**config.mk**
```make
export PLATFORM = sky130hd
export DESIGN_NAME = blind_motor_position_controller_core
export DESIGN_NICKNAME = d
export VERILOG_FILES = /design/src/design/bmpc_pkg.sv /design/src/design/bmpc_div.sv /design/src/design/blind_motor_position_controller_core.sv
export SDC_FILE = /design/constraint.sdc
export NUM_CORES = 1
export LEC_CHECK = 0
export ABC_AREA = 0
export BUFFER_PORTS_ARGS = -buffer_cell sky130_fd_sc_hd__buf_4
export CAP_MARGIN = 30
export CORE_ASPECT_RATIO = 1.25
export CORE_MARGIN = 8
export CORE_UTILIZATION = 35
export CTS_BUF_LIST = sky130_fd_sc_hd__clkbuf_8
export CTS_CLUSTER_SIZE = 40
export DETAILED_ROUTE_END_ITERATION = 8
export PLACE_DENSITY_LB_ADDON = 0.1
export SETUP_SLACK_MARGIN = 0.4
export SLEW_MARGIN = 20
export SYNTH_ARGS = -nofsm -noshare
export SYNTH_HDL_FRONTEND = slang
export SYNTH_HIERARCHICAL = 1
export SYNTH_SLANG_ARGS = --single-unit
```
**constraint.sdc**
```tcl
create_clock -name clk_i -period 9.3 [get_ports clk_i]
set_clock_uncertainty 0.2 [all_clocks]
set_input_delay 1.86 -clock clk_i [delete_from_list [all_inputs] [get_ports clk_i]]
set_output_delay 1.86 -clock clk_i [all_outputs]
set_load 0.01 [all_outputs]
```
**src/design/bmpc_pkg.sv**
```systemverilog
// Package for the blind position controller: item types, command and
// motion codes, and the round-to-five helper. No dependencies.
package bmpc_pkg;

  localparam int unsigned PCT_W   = 7;
  localparam int unsigned TIME_W  = 16;
  localparam int unsigned NUMER_W = 23;  // elapsed * 100 fits here
  localparam int unsigned QUOT_W  = 7;   // quotient never exceeds 100

  localparam logic [PCT_W-1:0]  PCT_FULL     = 7'd100;
  localparam logic [PCT_W-1:0]  PCT_STEP     = 7'd5;
  localparam logic [PCT_W-1:0]  ROUND_DN_MAX = 7'd2;
  localparam logic [TIME_W-1:0] TRAVEL_RESET = 16'd10000;

  typedef enum logic [1:0] {
    CMD_TICK = 2'd0,
    CMD_UP   = 2'd1,
    CMD_DOWN = 2'd2,
    CMD_NONE = 2'd3
  } cmd_e;

  typedef enum logic [1:0] {
    MOT_STOPPED  = 2'd0,
    MOT_RAISING  = 2'd1,
    MOT_LOWERING = 2'd2,
    MOT_HALTED   = 2'd3
  } motion_e;

  typedef enum logic [1:0] {
    SEQ_IDLE,
    SEQ_LOAD,
    SEQ_DIV
  } seq_e;

  typedef struct packed {
    logic [1:0] cmd;
    logic       level;
  } bmpc_in_t;

  typedef struct packed {
    logic [PCT_W-1:0] position_percent;
    logic [1:0]       motion_state;
    logic             state_changed;
  } bmpc_out_t;

  typedef struct packed {
    logic busy;
    logic done;
  } bmpc_div_status_t;

  // Round a value of 0..100 to the nearest multiple of five; remainders
  // up to two go down. Quotient by five through a reciprocal multiply.
  function automatic logic [PCT_W-1:0] round5(input logic [PCT_W-1:0] p);
    logic [14:0]      prod;
    logic [PCT_W-1:0] q;
    logic [PCT_W-1:0] r;
    prod = 15'(p) * 15'd205;
    q    = PCT_W'(prod[14:10]);
    r    = p - ((q << 2) + q);
    if (r <= ROUND_DN_MAX) begin
      return p - r;
    end else begin
      return p + (PCT_STEP - r);
    end
  endfunction

endpackage

```
**src/design/bmpc_div.sv**
```systemverilog
// Iterative restoring divider: one compare and subtract per cycle.
// Depends on bmpc_pkg.
module bmpc_div (
  input  logic                          clk_i,
  input  logic                          rst_ni,
  input  logic                          start_i,
  input  logic [bmpc_pkg::NUMER_W-1:0]  numer_i,
  input  logic [bmpc_pkg::TIME_W-1:0]   denom_i,
  output bmpc_pkg::bmpc_div_status_t    status_o,
  output logic [bmpc_pkg::QUOT_W-1:0]   quot_o
);
  import bmpc_pkg::*;

  localparam int unsigned DEN_W = TIME_W + QUOT_W - 1;

  logic                busy_q, busy_d;
  logic                done_q, done_d;
  logic [2:0]          cnt_q, cnt_d;
  logic [NUMER_W-1:0]  rem_q, rem_d;
  logic [DEN_W-1:0]    den_q, den_d;
  logic [QUOT_W-1:0]   quo_q, quo_d;
  logic [NUMER_W-1:0]  den_ext;
  logic                fits;

  assign den_ext = NUMER_W'(den_q);
  assign fits    = rem_q >= den_ext;

  always_comb begin
    busy_d = busy_q;
    done_d = 1'b0;
    cnt_d  = cnt_q;
    rem_d  = rem_q;
    den_d  = den_q;
    quo_d  = quo_q;
    if (start_i) begin
      busy_d = 1'b1;
      cnt_d  = 3'(QUOT_W - 1);
      rem_d  = numer_i;
      den_d  = {denom_i, {(QUOT_W-1){1'b0}}};
      quo_d  = '0;
    end else if (busy_q) begin
      if (fits) begin
        rem_d        = rem_q - den_ext;
        quo_d[cnt_q] = 1'b1;
      end
      den_d = den_q >> 1;
      if (cnt_q == 3'd0) begin
        busy_d = 1'b0;
        done_d = 1'b1;
      end else begin
        cnt_d = cnt_q - 3'd1;
      end
    end
  end

  always_ff @(posedge clk_i or negedge rst_ni) begin
    if (!rst_ni) begin
      busy_q <= 1'b0;
      done_q <= 1'b0;
      cnt_q  <= '0;
    end else begin
      busy_q <= busy_d;
      done_q <= done_d;
      cnt_q  <= cnt_d;
    end
  end

  always_ff @(posedge clk_i) begin
    rem_q <= rem_d;
    den_q <= den_d;
    quo_q <= quo_d;
  end

  assign status_o.busy = busy_q;
  assign status_o.done = done_q;
  assign quot_o        = quo_q;

endmodule

```
**src/design/blind_motor_position_controller_core.sv**
```systemverilog
// Blind position controller: button state machine and position estimate.
// Depends on bmpc_pkg and bmpc_div.
//
// Button items (cmd 1 or 2), unused codes and ticks while stopped or halted
// are handled in the accept cycle; the result appears in the output register
// on the next cycle. A tick while raising or lowering passes through the
// accept cycle, which advances elapsed, a load step that forms elapsed*100 and
// loads the divider, seven compare-subtract steps (one per quotient bit) and a
// final step to clamp, round and load the result. The block takes the next item once it
// is back in idle and the output register is free or being read. Write the
// travel time only while no item is in flight, never in the cycle that an
// item is accepted; a value of zero acts as one millisecond.
module blind_motor_position_controller_core (
  input  logic                              clk_i,
  input  logic                              rst_ni,
  input  logic                              cfg_we_i,
  input  logic [bmpc_pkg::TIME_W-1:0]       cfg_wdata_i,
  input  logic                              in_valid_i,
  output logic                              in_ready_o,
  input  bmpc_pkg::bmpc_in_t                in_data_i,
  output logic                              out_valid_o,
  input  logic                              out_ready_i,
  output bmpc_pkg::bmpc_out_t               out_data_o
);
  import bmpc_pkg::*;

  seq_e                seq_q, seq_d;
  motion_e             motion_q, motion_d;
  logic [TIME_W-1:0]   travel_q, travel_d;
  logic [TIME_W-1:0]   elapsed_q, elapsed_d;
  logic [PCT_W-1:0]    start_q, start_d;
  logic [PCT_W-1:0]    shown_q, shown_d;
  logic                up_q, up_d;
  logic                down_q, down_d;
  logic                out_valid_q, out_valid_d;
  bmpc_out_t           out_q, out_d;

  logic [TIME_W-1:0]   t_eff;
  logic                accept;
  logic                moving;
  logic                up_n, down_n;
  motion_e             motion_btn;
  logic                leave_move;
  logic [NUMER_W-1:0]  numer;
  logic                div_start;
  bmpc_div_status_t    div_st;
  logic [QUOT_W-1:0]   part;
  logic [PCT_W:0]      rise_sum;
  logic [PCT_W-1:0]    total;

  assign t_eff  = (travel_q == '0) ? TIME_W'(1) : travel_q;
  assign in_ready_o = (seq_q == SEQ_IDLE) && (!out_valid_q || out_ready_i);
  assign accept = in_valid_i && in_ready_o;
  assign moving = (motion_q == MOT_RAISING) || (motion_q == MOT_LOWERING);

  // elapsed * 100 as a sum of shifted copies
  assign numer = NUMER_W'({elapsed_q, 6'b0}) + NUMER_W'({elapsed_q, 5'b0})
               + NUMER_W'({elapsed_q, 2'b0});
  assign div_start = (seq_q == SEQ_LOAD);

  bmpc_div u_div (
    .clk_i    (clk_i),
    .rst_ni   (rst_ni),
    .start_i  (div_start),
    .numer_i  (numer),
    .denom_i  (t_eff),
    .status_o (div_st),
    .quot_o   (part)
  );

  // Button levels after this item, then the motion state they give.
  always_comb begin
    up_n   = up_q;
    down_n = down_q;
    if (in_data_i.cmd == CMD_UP) begin
      up_n = in_data_i.level;
    end
    if (in_data_i.cmd == CMD_DOWN) begin
      down_n = in_data_i.level;
    end
    motion_btn = motion_q;
    leave_move = 1'b0;
    case (motion_q)
      MOT_STOPPED: begin
        if (up_n && !down_n) begin
          motion_btn = MOT_RAISING;
        end else if (!up_n && down_n) begin
          motion_btn = MOT_LOWERING;
        end
      end
      MOT_RAISING: begin
        if (!up_n && !down_n) begin
          motion_btn = MOT_STOPPED;
          leave_move = 1'b1;
        end else if (!up_n && down_n) begin
          motion_btn = MOT_HALTED;
          leave_move = 1'b1;
        end
      end
      MOT_LOWERING: begin
        if (!up_n && !down_n) begin
          motion_btn = MOT_STOPPED;
          leave_move = 1'b1;
        end else if (up_n && !down_n) begin
          motion_btn = MOT_HALTED;
          leave_move = 1'b1;
        end
      end
      default: begin
        if (!up_n && !down_n) begin
          motion_btn = MOT_STOPPED;
        end
      end
    endcase
  end

  // Clamp the estimate formed from the divider result; round5 rounds it when it is loaded.
  always_comb begin
    rise_sum = {1'b0, start_q} + {1'b0, part};
    if (motion_q == MOT_RAISING) begin
      total = (rise_sum >= {1'b0, PCT_FULL}) ? PCT_FULL : rise_sum[PCT_W-1:0];
    end else begin
      total = (part > start_q) ? '0 : start_q - part;
    end
  end

  always_comb begin
    seq_d       = seq_q;
    motion_d    = motion_q;
    travel_d    = cfg_we_i ? cfg_wdata_i : travel_q;
    elapsed_d   = elapsed_q;
    start_d     = start_q;
    shown_d     = shown_q;
    up_d        = up_q;
    down_d      = down_q;
    out_valid_d = out_valid_q && !out_ready_i;
    out_d       = out_q;
    case (seq_q)
      SEQ_IDLE: begin
        if (accept) begin
          case (in_data_i.cmd)
            CMD_TICK: begin
              if (moving) begin
                elapsed_d = (elapsed_q >= t_eff) ? t_eff : elapsed_q + TIME_W'(1);
                seq_d     = SEQ_LOAD;
              end else begin
                out_valid_d = 1'b1;
                out_d       = '{shown_q, motion_q, 1'b0};
              end
            end
            CMD_UP, CMD_DOWN: begin
              up_d     = up_n;
              down_d   = down_n;
              motion_d = motion_btn;
              if ((motion_q == MOT_STOPPED) && (motion_btn != MOT_STOPPED)) begin
                elapsed_d = '0;
              end
              if (leave_move) begin
                start_d = shown_q;
              end
              out_valid_d = 1'b1;
              out_d       = '{shown_q, motion_btn, motion_btn != motion_q};
            end
            default: begin
              out_valid_d = 1'b1;
              out_d       = '{shown_q, motion_q, 1'b0};
            end
          endcase
        end
      end
      SEQ_LOAD: begin
        seq_d = SEQ_DIV;
      end
      SEQ_DIV: begin
        if (div_st.done) begin
          shown_d     = round5(total);
          out_valid_d = 1'b1;
          out_d       = '{round5(total), motion_q, 1'b0};
          seq_d       = SEQ_IDLE;
        end
      end
      default: begin
        seq_d = SEQ_IDLE;
      end
    endcase
  end

  always_ff @(posedge clk_i or negedge rst_ni) begin
    if (!rst_ni) begin
      seq_q       <= SEQ_IDLE;
      motion_q    <= MOT_STOPPED;
      travel_q    <= TRAVEL_RESET;
      elapsed_q   <= '0;
      start_q     <= '0;
      shown_q     <= '0;
      up_q        <= 1'b0;
      down_q      <= 1'b0;
      out_valid_q <= 1'b0;
    end else begin
      seq_q       <= seq_d;
      motion_q    <= motion_d;
      travel_q    <= travel_d;
      elapsed_q   <= elapsed_d;
      start_q     <= start_d;
      shown_q     <= shown_d;
      up_q        <= up_d;
      down_q      <= down_d;
      out_valid_q <= out_valid_d;
    end
  end

  always_ff @(posedge clk_i) begin
    out_q <= out_d;
  end

  assign out_valid_o = out_valid_q;
  assign out_data_o  = out_q;

`ifndef ASSERT_OFF
  a_shown_range: assert property (@(posedge clk_i) disable iff (!rst_ni)
    shown_q <= PCT_FULL)
    else $error("shown position above full travel");

  a_div_only_moving: assert property (@(posedge clk_i) disable iff (!rst_ni)
    (seq_q == SEQ_DIV) |-> ((motion_q == MOT_RAISING) || (motion_q == MOT_LOWERING)))
    else $error("divider running while not moving");

  a_done_in_div: assert property (@(posedge clk_i) disable iff (!rst_ni)
    div_st.done |-> (seq_q == SEQ_DIV))
    else $error("divider finished outside the divide step");

  a_busy_in_div: assert property (@(posedge clk_i) disable iff (!rst_ni)
    div_st.busy |-> (seq_q == SEQ_DIV))
    else $error("divider busy outside the divide step");

  a_button_result: assert property (@(posedge clk_i) disable iff (!rst_ni)
    (accept && (in_data_i.cmd == CMD_UP || in_data_i.cmd == CMD_DOWN)) |=> out_valid_q)
    else $error("button item gave no result");
`endif

endmodule

```
# Word level (Yosys, flattened, before mapping)
# Index checks and enable logic that the tools add are counted.
totals:
  ramBits: 0
  memories: 0
  register_bits: 120
  inputBits: 24
  romBits: 0
  wordCells: 144
  latch_bits: 0
classes:
  n_mux: 55
  add_sub_neg: 12
  n_bitwise: 1
  div_mod_pow: 0
  n_reduce_logical: 34
  shifts: 0
  n_lt_le_gt_ge: 7
  eq_ne: 15
  mul: 1
ops:
  columns: ["op", "count"]
  rows:
  - ["two-way mux 23 bit", 3]
  - ["two-way mux 16 bit", 4]
  - ["two-way mux 22 bit", 2]
  - ["case mux 10 bit (2 select lines)", 2]
  - ["case mux 16 bit (2 select lines)", 1]
  - ["two-way mux 10 bit", 3]
  - ["two-way mux 7 bit", 4]
  - ["adder 22 x 21 -> 23 bit", 1]
  - ["adder 23 x 18 -> 23 bit", 1]
  - ["greater-or-equal comparator 23 x 22 -> 1 bit", 1]
  - ["subtractor 23 x 22 -> 23 bit", 1]
  - ["two-way mux 2 bit", 11]
  - ["subtractor 7 bit", 3]
  - ["two-way mux 1 bit", 17]
  - ["adder 16 x 1 -> 16 bit, second input constant", 1]
  - ["greater-or-equal comparator 16 bit", 1]
  - ["zero test 16 bit", 1]
  - ["multiplier 7 x 8 -> 15 bit, second input constant", 1]
  - ["case mux 2 bit (3 select lines)", 2]
  - ["AND reduction 4 bit", 3]
  - ["!= test 2 bit, second input constant", 5]
  - ["nonzero test 2 bit", 5]
  - ["two-way mux 3 bit", 3]
  - ["adder 7 x 7 -> 8 bit", 1]
  - ["26 further kinds", 48]

# Logic depth before layout (Yosys ltp)
# Gate-level depths: netlist of the first run.
logic_depth:
  ltp_word: 12
  ltp_mapped: 46
  ltp_nobuf: 46

# Hierarchy
# The synthesis of the first run kept the hierarchy.
by_module_without_submodules:
  columns: ["mod", "cells_per_inst", "n_inst", "seq_area_each_um2", "area_each_um2"]
  rows:
  - ["blind_motor_position_controller_core", 845, 1, 1632.8, 7424.6]
  - ["bmpc_div", 422, 1, 1556.5, 3714.8]

# Worst setup path after synthesis of the first run
# OpenSTA, ideal clock, no wires.
synth_path:
  path_kind: "register to register"
  start: "register start_q[5]"
  end: "register out_q (netlist bit out_data_o[9]) (data pin)"
  stages_incl_launch_ff: 42
  arrival_ps: 8205
  t_required_ps: 8835
  n_path_buf: 1
  period_less_slack_ps: 8670
  setup_slack_ps: 630
  setup_ps: 265
  cell_sequence: "dfrtp_1 ha_1 buf_6 or3_1 nor4_1 and4bb_1 a31o_4 o211ai_1 a22oi_1 ha_1 inv_1 fa_1 inv_1 ha_1 inv_1 fa_1 inv_1 ha_1 [... 6 more ...] o21ba_2 xor2_1 fa_1 ha_1 o21a_1 nor2_1 xor2_1 nor2_1 a32o_1 nor2_1 ha_1 a21oi_1 nor2_1 nor2_1 xor2_1 or2b_1 o221ai_1 o21ai_0"
synth_rtl:
  columns: ["element", "line", "source"]
  rows:
  - ["from (decl)", "blind_motor_position_controller_core.sv:31", "logic [PCT_W-1:0] start_q, start_d;"]
  - ["from (signal assigned)", "blind_motor_position_controller_core.sv:204", "start_q <= start_d;"]
  - ["to (signal assigned)", "blind_motor_position_controller_core.sv:213", "out_q <= out_d;"]
  - ["to (decl)", "blind_motor_position_controller_core.sv:36", "bmpc_out_t out_q, out_d;"]

==> implementation parameters, run 1 <==
Parameter                              Value

Synthesis
  Synthesized area per cell ... 8.79 sq um
  Synth Warn # ... 6
  Post-Synthesis Cells ... 1266
  Summed instance area of the synthesized netlist ... 11100 sq um

Drt
  Final WL ... 30.1 mm
  Antenna Nets Post-Route ... 0
  Violation count after the first detailed-route iteration ... 400
  Drt drc ... 0
  Routed wirelength normalized by instance count ... 17.2 um
  Count of vias placed by the detailed router ... 9047
  Routed vias/inst ... 5.18
  Length of the first detailed-routing pass in iterations ... 4

Die
  Width of the die ... 176 um
  Top Ports ... 36
  Initial core utilization ... 35.2%
  Die boundary height ... 215 um
  Core region area ... 31600 sq um
  Count of standard-cell rows ... 73
  Die area ... 37800 sq um

Final layout
  Area growth syn-to-layout ... 16.9%
  Highest-count cells in the layout ignoring fill and taps ... 130 x sky130_fd_sc_hd__nand2_1, 129 x sky130_fd_sc_hd__inv_1, 129 x sky130_fd_sc_hd__ha_1
  Leading cell type in the layout, fill and taps excluded ... sky130_fd_sc_hd__nand2_1
  Layout Utilization ... 41.2%
  Fraction of final layout cells with drive strength greater than 1 ... 18.0%
  Number of nets in the finished design ... 1522

Min path
  Hold Path Sink ... seq_q[1]$_DFFE_PN0P_
  Hold Crit Class ... register to register
  Startpoint of the tightest hold check path ... u_div/done_q$_DFF_PN0_
  Number of cells on the worst hold path ... 1

Global route
  Number of global-route vias before repair ... 9404
  First-pass GRT wire length ... 48.9 mm
  Initial antenna violation count ... 1
  Largest net degree at the start of global routing ... 63
  All-layer global routing usage ... 16.1%
  Grt ovf ... 0

Setup path
  Start of the worst register-to-register path ... start_q[0]$_DFFE_PN0P_
  Kind of end point of the critical path ... register
  Critical path launch point ... start_q[0]$_DFFE_PN0P_
  Type of the worst setup path ... register to register
  Cell with the largest stage delay on the worst path ... sky130_fd_sc_hd__fa_1
  Crit-path max FO ... 6
  Required time of the worst setup path ... 9.30 ns
  Reg-to-reg critical path endpoint ... out_data_o[9]$_DFFE_PP_
  Crit path arrival time ... 8.80 ns
  Worst reg-to-reg path cell count ... 44
  Setup crit start kind ... register
  Worst reg-to-reg setup slack ... 0.50 ns
  Maximum single-stage delay on the critical path ... 0.59 ns

STA
  Final Hold Viols ... 0
  Worst Max-Slew Pin Slew ... 0.847 ns
  Final critical-path required period ... 8.80 ns
  Final worst setup slack ... 0.500 ns
  Final Max Tran Viols ... 0
  Fin Setup TNS ... 0 ns
  Maximum achievable frequency ... 0.114 GHz
  RSZ-0062 raised after global routing ... true
  Final setup violation count ... 0
  Worst rel slew slack ... 43.6%
  Hold_ws ... 0.269 ns
  Share of the clock period used by the worst path ... 94.6%

Job
  Number of max-cap violations ... 0

Placement
  Placer congestion estimate ... 0.849
  Post-detail-place hpwl ... 23.2 mm
  Pre-CTS setup slack ... 0.0555 ns
  PortBufs ... 35

Clocking
  Skew-Pair Late Insertion Delay ... 0.47 ns
  # H-tree levels ... 4
  CTS Buffer Depth ... 2
  Root buffer cell ... sky130_fd_sc_hd__clkbuf_8
  Clk pin slew, worst setup/hold paths ... 0.09 ns
  TritonCTS Sinks ... 120
  Clock tree from TritonCTS ... yes
  Number of buffers added by the clock tree synthesis step ... 17

Outcome
  Result of the run ... complete, no violations
[critical path: cells and delay by family, from the launching register on]
family / cells / cell delay, ns
flip-flops: 1 / 0.37
AO/OA/AOI/OAI: 13 / 2.48
XOR/XNOR: 4 / 0.55
adder cells (fa/ha/maj): 10 / 3.38
AND/OR/NAND/NOR: 10 / 1.06
buffers and inverters: 7 / 0.50
[metal layers]
| metal | GRT usage, % | vias up | wire length (um) |
|---|---|---|---|
| met5 | 0 | - | 0 |
| met4 | 5.75 | 0 | 682 |
| met3 | 2.27 | 37 | 599 |
| met2 | 30.9 | 108 | 16400 |
| met1 | 17.5 | 4369 | 12500 |
| li1 | - | 4533 | - |
[through the flow]
stage	instance area [sq um]	std cells
after floorplan	11100	1267
after global placement	11900	1686
after detailed placement	11900	1687
after CTS	12500	1727
after global routing	13000	1748
final	13000	1748
[area by class of cell]
cell class | count | area, sq um
well taps | 412 | 515
inverters | 135 | 507
fillers | 3302 | 18600
flip-flops and latches | 120 | 3200
diodes | 1 | 2.50
clock inverters | 15 | 156
multi-input cells | 953 | 7650
clock buffers | 17 | 234
repair buffers | 95 | 747
[timing repair]
action | 4_1_cts | 5_1_grt
pin swaps | 9 | 52
gates resized for setup | 20 | 74
hold buffers | 0 | 0
endpoints found under the setup margin | 12 | 14
gates cloned | 0 | 0
setup buffers | 8 | 20
[registers in the layout, indices dropped and copies added, names as in the netlist, 3 cells and up]
| signal | flops |
|---|---|
| u_div/rem_q | 23 |
| u_div/den_q | 22 |
| travel_q | 16 |
| u_div/quot_o | 7 |
| out_data_o | 10 |
| u_div/cnt_q | 3 |
| elapsed_q | 16 |
| start_q | 7 |
| shown_q | 7 |
[worst max path at each step]
| stage | depth (start not counted) | endpoint |
|---|---|---|
| 2_1_floorplan | 41 | out_data_o[9]$_DFFE_PP_ |
| 3_3_place_gp | 43 | out_data_o[9]$_DFFE_PP_ |
| 3_5_place_dp | 43 | out_data_o[9]$_DFFE_PP_ |
| 4_1_cts | 41 | out_data_o[9]$_DFFE_PP_ |
| 5_1_grt | 44 | out_data_o[9]$_DFFE_PP_ |
| 6_report | 44 | out_data_o[9]$_DFFE_PP_ |
Power of run 1 is not shown: default switching activity piles up to over one toggle a cycle in this logic, so the estimate is an artifact.
==> run 2, diff against run 1 <==
--- a/config.mk
+++ b/config.mk
@@ -9,7 +9,7 @@
 export BUFFER_PORTS_ARGS = -buffer_cell sky130_fd_sc_hd__buf_4
 export CAP_MARGIN = 30
 export CORE_ASPECT_RATIO = 1.25
-export CORE_MARGIN = 8
+export CORE_MARGIN = 3
 export CORE_UTILIZATION = 35
 export CTS_BUF_LIST = sky130_fd_sc_hd__clkbuf_8
 export CTS_CLUSTER_SIZE = 40
==> run 2 against run 1 <==
Against the previous run: worst hold slack lost 0.0046 ns; first-iteration DRC count shrank 7.0%; routed wire length shrank 1.1%; setup slack gained 0.083 ns; sequential cell count is the same; global-route usage grew 2.0 points; non-clock buffer count shrank 2; die area shrank 10%; largest cell class unchanged; via count shrank 0.51%; sequential share of layout area is essentially flat; design area shrank 0.12%.
==> implementation parameters, run 2 (synthesis results as in run 1) <==
Parameter                              Value

Outcome
  Result of the run ... complete, no violations

Setup path
  Worst reg-to-reg setup slack ... 0.58 ns
  Worst reg-to-reg path cell count ... 39
  Setup crit start kind ... register
  Total buffers and inverters traversed by the critical path ... 4
  CP Depth ... 39
  Maximum single-stage delay on the critical path ... 0.59 ns
  Type of the worst setup path ... register to register
  Crit-path max FO ... 9
  CP dominant cell by count ... sky130_fd_sc_hd__ha_4
  Cell with the largest stage delay on the worst path ... sky130_fd_sc_hd__fa_1
  Required time of the worst setup path ... 9.30 ns
  Crit path arrival time ... 8.71 ns
  Crit-path leading delay family ... adder cells
  Kind of end point of the critical path ... register

STA
  Share of the clock period used by the worst path ... 93.7%
  Final setup violation count ... 0
  Final critical-path required period ... 8.72 ns
  Worst rel slew slack ... 41.3%
  Final Hold Viols ... 0
  Fin Setup TNS ... 0 ns
  Worst Max-Slew Pin Slew ... 0.881 ns
  Maximum achievable frequency ... 0.115 GHz
  RSZ-0062 raised after global routing ... true
  Final Max Tran Viols ... 0

Die
  Initial core utilization ... 35.7%
  Width of the die ... 166 um
  Die boundary height ... 205 um
  Count of standard-cell rows ... 72
  Die area ... 34000 sq um
  Core region area ... 31200 sq um
  Top Ports ... 36

Final layout
  Area growth syn-to-layout ... 16.7%
  Flip-flop count of the largest register after layout ... 23
  Number of nets in the finished design ... 1520
  Fillers ... 3197
  Highest-count cells in the layout ignoring fill and taps ... 129 x sky130_fd_sc_hd__nand2_1, 126 x sky130_fd_sc_hd__ha_1, 123 x sky130_fd_sc_hd__inv_1
  Leading registers by flop count ... u_div/rem_q x23, u_div/den_q x22
  Fraction of final layout cells with drive strength greater than 1 ... 18.2%
  Inserted Diodes ... 0
  Leading cell type in the layout, fill and taps excluded ... sky130_fd_sc_hd__nand2_1
  Register bank with the most flops ... u_div/rem_q

Drt
  Length of the first detailed-routing pass in iterations ... 5
  Routed wirelength normalized by instance count ... 17.1 um
  Final WL ... 29.8 mm
  Count of vias placed by the detailed router ... 9001
  Antenna Nets Post-Route ... 0
  Violation count after the first detailed-route iteration ... 372
  Routed vias/inst ... 5.17
  Drt drc ... 0

Clocking
  # H-tree levels ... 4
  Clock tree from TritonCTS ... yes
  TritonCTS Sinks ... 120
  Skew-Pair Late Insertion Delay ... 0.46 ns
  Clk pin slew, worst setup/hold paths ... 0.09 ns
  Root buffer cell ... sky130_fd_sc_hd__clkbuf_8
  CTS Buffer Depth ... 2
  Number of buffers added by the clock tree synthesis step ... 17

Global route
  Grt ovf ... 0
  Initial antenna violation count ... 0
  First-pass GRT wire length ... 48.1 mm
  Largest net degree at the start of global routing ... 64
  Number of global-route vias before repair ... 9270
  All-layer global routing usage ... 18.0%

Min path
  Number of cells on the worst hold path ... 1
  Hold Crit Class ... register to register

Job
  Number of max-cap violations ... 0

Placement
  Placer congestion estimate ... 0.798
  PortBufs ... 35
  Post-detail-place hpwl ... 22.8 mm
==> run 2: timing repair <==
item	in CTS	in global routing
buffers inserted	4	22
gates resized for setup	26	72
endpoints found under the setup margin	11	14
hold buffers	0	0
pin swaps	13	50
==> run 2: per-layer routing <==
layer	routed length, um	share of wire [%]	vias to the layer above	GRT usage [%]
li1	-	-	4537	-
met1	12300	41	4325	20.2
met2	16100	54	98	34.5
met3	491	1.6	41	2.07
met4	860	2.9	0	6.78
met5	0	0	-	0
==> run 2: layout make-up <==
class                      count  area, sq um  share of cell area (%)
sequential                   120         3190                    24.6
multi-input combinational    953         7680                    59.1
clock buffer                  17          234                    1.80
timing repair buffer          93          721                    5.55
clock inverter                15          141                    1.09
tap                          407          509                    3.92
inverter                     135          510                    3.93
==> run 2: path summary, 6_finish.rpt <==
check / start / to
worst min register to register: u_div/done_q$_DFF_PN0_ / seq_q[1]$_DFFE_PN0P_
worst max-delay path: start_q[3]$_DFFE_PN0P_ / out_data_o[9]$_DFFE_PP_
worst min-delay path: u_div/done_q$_DFF_PN0_ / seq_q[1]$_DFFE_PN0P_
min in group asynchronous: rst_ni / elapsed_q[14]$_DFFE_PN0P_
max in group asynchronous: rst_ni / start_q[1]$_DFFE_PN0P_
worst max register to register: start_q[3]$_DFFE_PN0P_ / out_data_o[9]$_DFFE_PP_
==> run 2: metrics by stage <==
step                      setup WS, ns  instance area [sq um]  instances  hold slack [ns]  utilization, %
final                            0.584                  13000       1740            0.264            41.7
after global routing             0.122                  13000       1740            0.279            41.7
after CTS                        0.304                  12400       1717            0.267            39.9
after detailed placement        0.0499                  11900       1681            0.256            38.3
after global placement           0.173                  11900       1681            0.253            38.3
after floorplan                  0.630                  11100       1267            0.246               -
==> run 2: worst reg2reg max path: cells and delay by family (launching register included) <==
family / cells / cell delay, ns
adders and majority gates: 9 / 2.87
and+or+nand+nor: 12 / 1.98
AOI/OAI and AO/OA: 11 / 1.94
buffers and inverters: 4 / 0.64
xor gates and xnor gates: 3 / 0.46
DFF: 1 / 0.39
Power of run 2 is left out for the same reason.
==> run 3, diff against run 2 <==
--- a/config.mk
+++ b/config.mk
@@ -8,7 +8,6 @@
 export ABC_AREA = 0
 export BUFFER_PORTS_ARGS = -buffer_cell sky130_fd_sc_hd__buf_4
 export CAP_MARGIN = 30
-export CORE_ASPECT_RATIO = 1.25
 export CORE_MARGIN = 3
 export CORE_UTILIZATION = 35
 export CTS_BUF_LIST = sky130_fd_sc_hd__clkbuf_8
==> run 3 against run 2 <==
Against the previous run: via count grew 1.1%; sequential cell count is the same; setup slack gained 0.083 ns.
==> implementation parameters, run 3 (synthesis results as in run 1) <==
Parameter                              Value

Outcome
  Result of the run ... complete, no violations

Final layout
  Number of nets in the finished design ... 1530
  Highest-count cells in the layout ignoring fill and taps ... 130 x sky130_fd_sc_hd__nand2_1, 128 x sky130_fd_sc_hd__inv_1, 125 x sky130_fd_sc_hd__ha_1
  Inserted Diodes ... 0
  Area growth syn-to-layout ... 18.8%
  Leading cell type in the layout, fill and taps excluded ... sky130_fd_sc_hd__nand2_1
  Fraction of final layout cells with drive strength greater than 1 ... 18.8%
  Register bank with the most flops ... u_div/rem_q
  Leading registers by flop count ... u_div/rem_q x23, u_div/den_q x22
  Flip-flop count of the largest register after layout ... 23

Clocking
  TritonCTS Sinks ... 120
  Clk pin slew, worst setup/hold paths ... 0.08 ns
  CTS Buffer Depth ... 2
  Skew-Pair Late Insertion Delay ... 0.46 ns
  Number of buffers added by the clock tree synthesis step ... 17
  Clock tree from TritonCTS ... yes
  Root buffer cell ... sky130_fd_sc_hd__clkbuf_8
  # H-tree levels ... 4

Global route
  Fraction of met2 tracks used by global routing ... 32.2%
  First-pass GRT wire length ... 47.9 mm
  Routing usage on met3 ... 2.43%
  GRT busiest layer ... met2
  Initial antenna violation count ... 0
  Largest net degree at the start of global routing ... 59
  Met1 track demand over resource in global routing ... 21.8%
  Grt ovf ... 0
  All-layer global routing usage ... 17.6%
  Number of global-route vias before repair ... 9155

Drt
  Count of vias placed by the detailed router ... 9097
  Final WL ... 29.5 mm
  Routed wirelength normalized by instance count ... 16.9 um
  Antenna Nets Post-Route ... 0
  Violation count after the first detailed-route iteration ... 486
  Routed vias/inst ... 5.23
  Length of the first detailed-routing pass in iterations ... 5
  Drt drc ... 0

Die
  Top Ports ... 36
  Die boundary height ... 184 um
  Width of the die ... 184 um
  Die area ... 34000 sq um
  Count of standard-cell rows ... 64
  Initial core utilization ... 35.9%
  Core region area ... 31000 sq um

Setup path
  Worst reg-to-reg setup slack ... 0.67 ns
  Crit path arrival time ... 8.63 ns
  Kind of end point of the critical path ... register
  Type of the worst setup path ... register to register
  Cell with the largest stage delay on the worst path ... sky130_fd_sc_hd__fa_1
  Worst reg-to-reg path cell count ... 41
  Start of the worst register-to-register path ... start_q[0]$_DFFE_PN0P_
  Setup crit start kind ... register
  Crit-path max FO ... 4
  Reg-to-reg critical path endpoint ... out_data_o[9]$_DFFE_PP_
  Crit-path leading delay family ... adder cells
  Required time of the worst setup path ... 9.29 ns
  Total buffers and inverters traversed by the critical path ... 8
  Maximum single-stage delay on the critical path ... 0.53 ns
  CP dominant cell by count ... sky130_fd_sc_hd__inv_2

STA
  Final Max Tran Viols ... 0
  Maximum achievable frequency ... 0.116 GHz
  Fin Setup TNS ... 0 ns
  Final Hold Viols ... 0
  Share of the clock period used by the worst path ... 92.8%
  Final critical-path required period ... 8.63 ns
  RSZ-0062 raised after global routing ... true
  Worst rel slew slack ... 42.6%
  Final setup violation count ... 0
  Worst Max-Slew Pin Slew ... 0.861 ns

Min path
  Hold Crit Class ... register to register
  Number of cells on the worst hold path ... 1
  Hold Path Sink ... seq_q[1]$_DFFE_PN0P_
  Startpoint of the tightest hold check path ... u_div/done_q$_DFF_PN0_

Placement
  Post-detail-place hpwl ... 22.0 mm
  Placer congestion estimate ... 0.856
  PortBufs ... 35

Job
  Number of max-cap violations ... 0
-- run 3: cell count changes in the layout (fill, tap and decap cells not counted), moves of 2 or more --
cell / change
sky130_fd_sc_hd__clkinvlp_4: -2
sky130_fd_sc_hd__ha_2: -2
sky130_fd_sc_hd__o21a_1: -2
sky130_fd_sc_hd__inv_2: -3
sky130_fd_sc_hd__inv_6: -4
sky130_fd_sc_hd__inv_1: +5
sky130_fd_sc_hd__nor2_2: +2
sky130_fd_sc_hd__ha_4: +3
sky130_fd_sc_hd__mux2i_4: +2
sky130_fd_sc_hd__buf_4: +9
sky130_fd_sc_hd__bufinv_16: +3
-- run 3: metal layers --
metal	vias to the layer above	wire length (um)
li1	4554	-
met1	4415	13200
met2	105	15200
met3	23	650
met4	0	408
met5	-	0
-- run 3: metrics by stage --
| stage | cell area, sq um | hold WS [ns] | std cells | setup WS, ns | util [%] |
|---|---|---|---|---|---|
| floorplan | 11100 | 0.246 | 1267 | 0.630 | - |
| global placement | 11900 | 0.246 | 1666 | 0.172 | 38.3 |
| detailed placement | 11900 | 0.250 | 1667 | 0.0326 | 38.4 |
| CTS | 12700 | 0.260 | 1722 | 0.401 | 41.0 |
| global route | 13200 | 0.294 | 1739 | 0.283 | 42.7 |
| finish | 13200 | 0.256 | 1739 | 0.667 | 42.7 |
-- run 3: cell type report --
cell class / instances / area [sq um]
sequential: 120 / 3190
multi-input combinational: 953 / 7780
clock buffer: 17 / 234
timing repair buffer: 103 / 808
clock inverter: 15 / 201
tap: 396 / 495
fill: 3116 / 17800
inverter: 135 / 507
-- run 3: how the worst max path moves through the flow --
stage / start / end / cells after the start
CTS: start_q[4]$_DFFE_PN0P_ / out_data_o[9]$_DFFE_PP_ / 41
finish: start_q[0]$_DFFE_PN0P_ / out_data_o[9]$_DFFE_PP_ / 41
detailed placement: start_q[0]$_DFFE_PN0P_ / out_data_o[9]$_DFFE_PP_ / 43
global placement: start_q[0]$_DFFE_PN0P_ / out_data_o[9]$_DFFE_PP_ / 43
global route: start_q[0]$_DFFE_PN0P_ / out_data_o[9]$_DFFE_PP_ / 45
floorplan: start_q[5]$_DFFE_PN0P_ / out_data_o[9]$_DFFE_PP_ / 41
-- run 3: timing repair --
action                                  in CTS  in global routing
setup buffers                               23                 17
gates resized for setup                     39                 68
endpoints found under the setup margin      10                 14
hold buffers                                 0                  0
pin swaps                                   26                 53
gates cloned                                 0                  0
Power of run 3 is left out for the same reason.
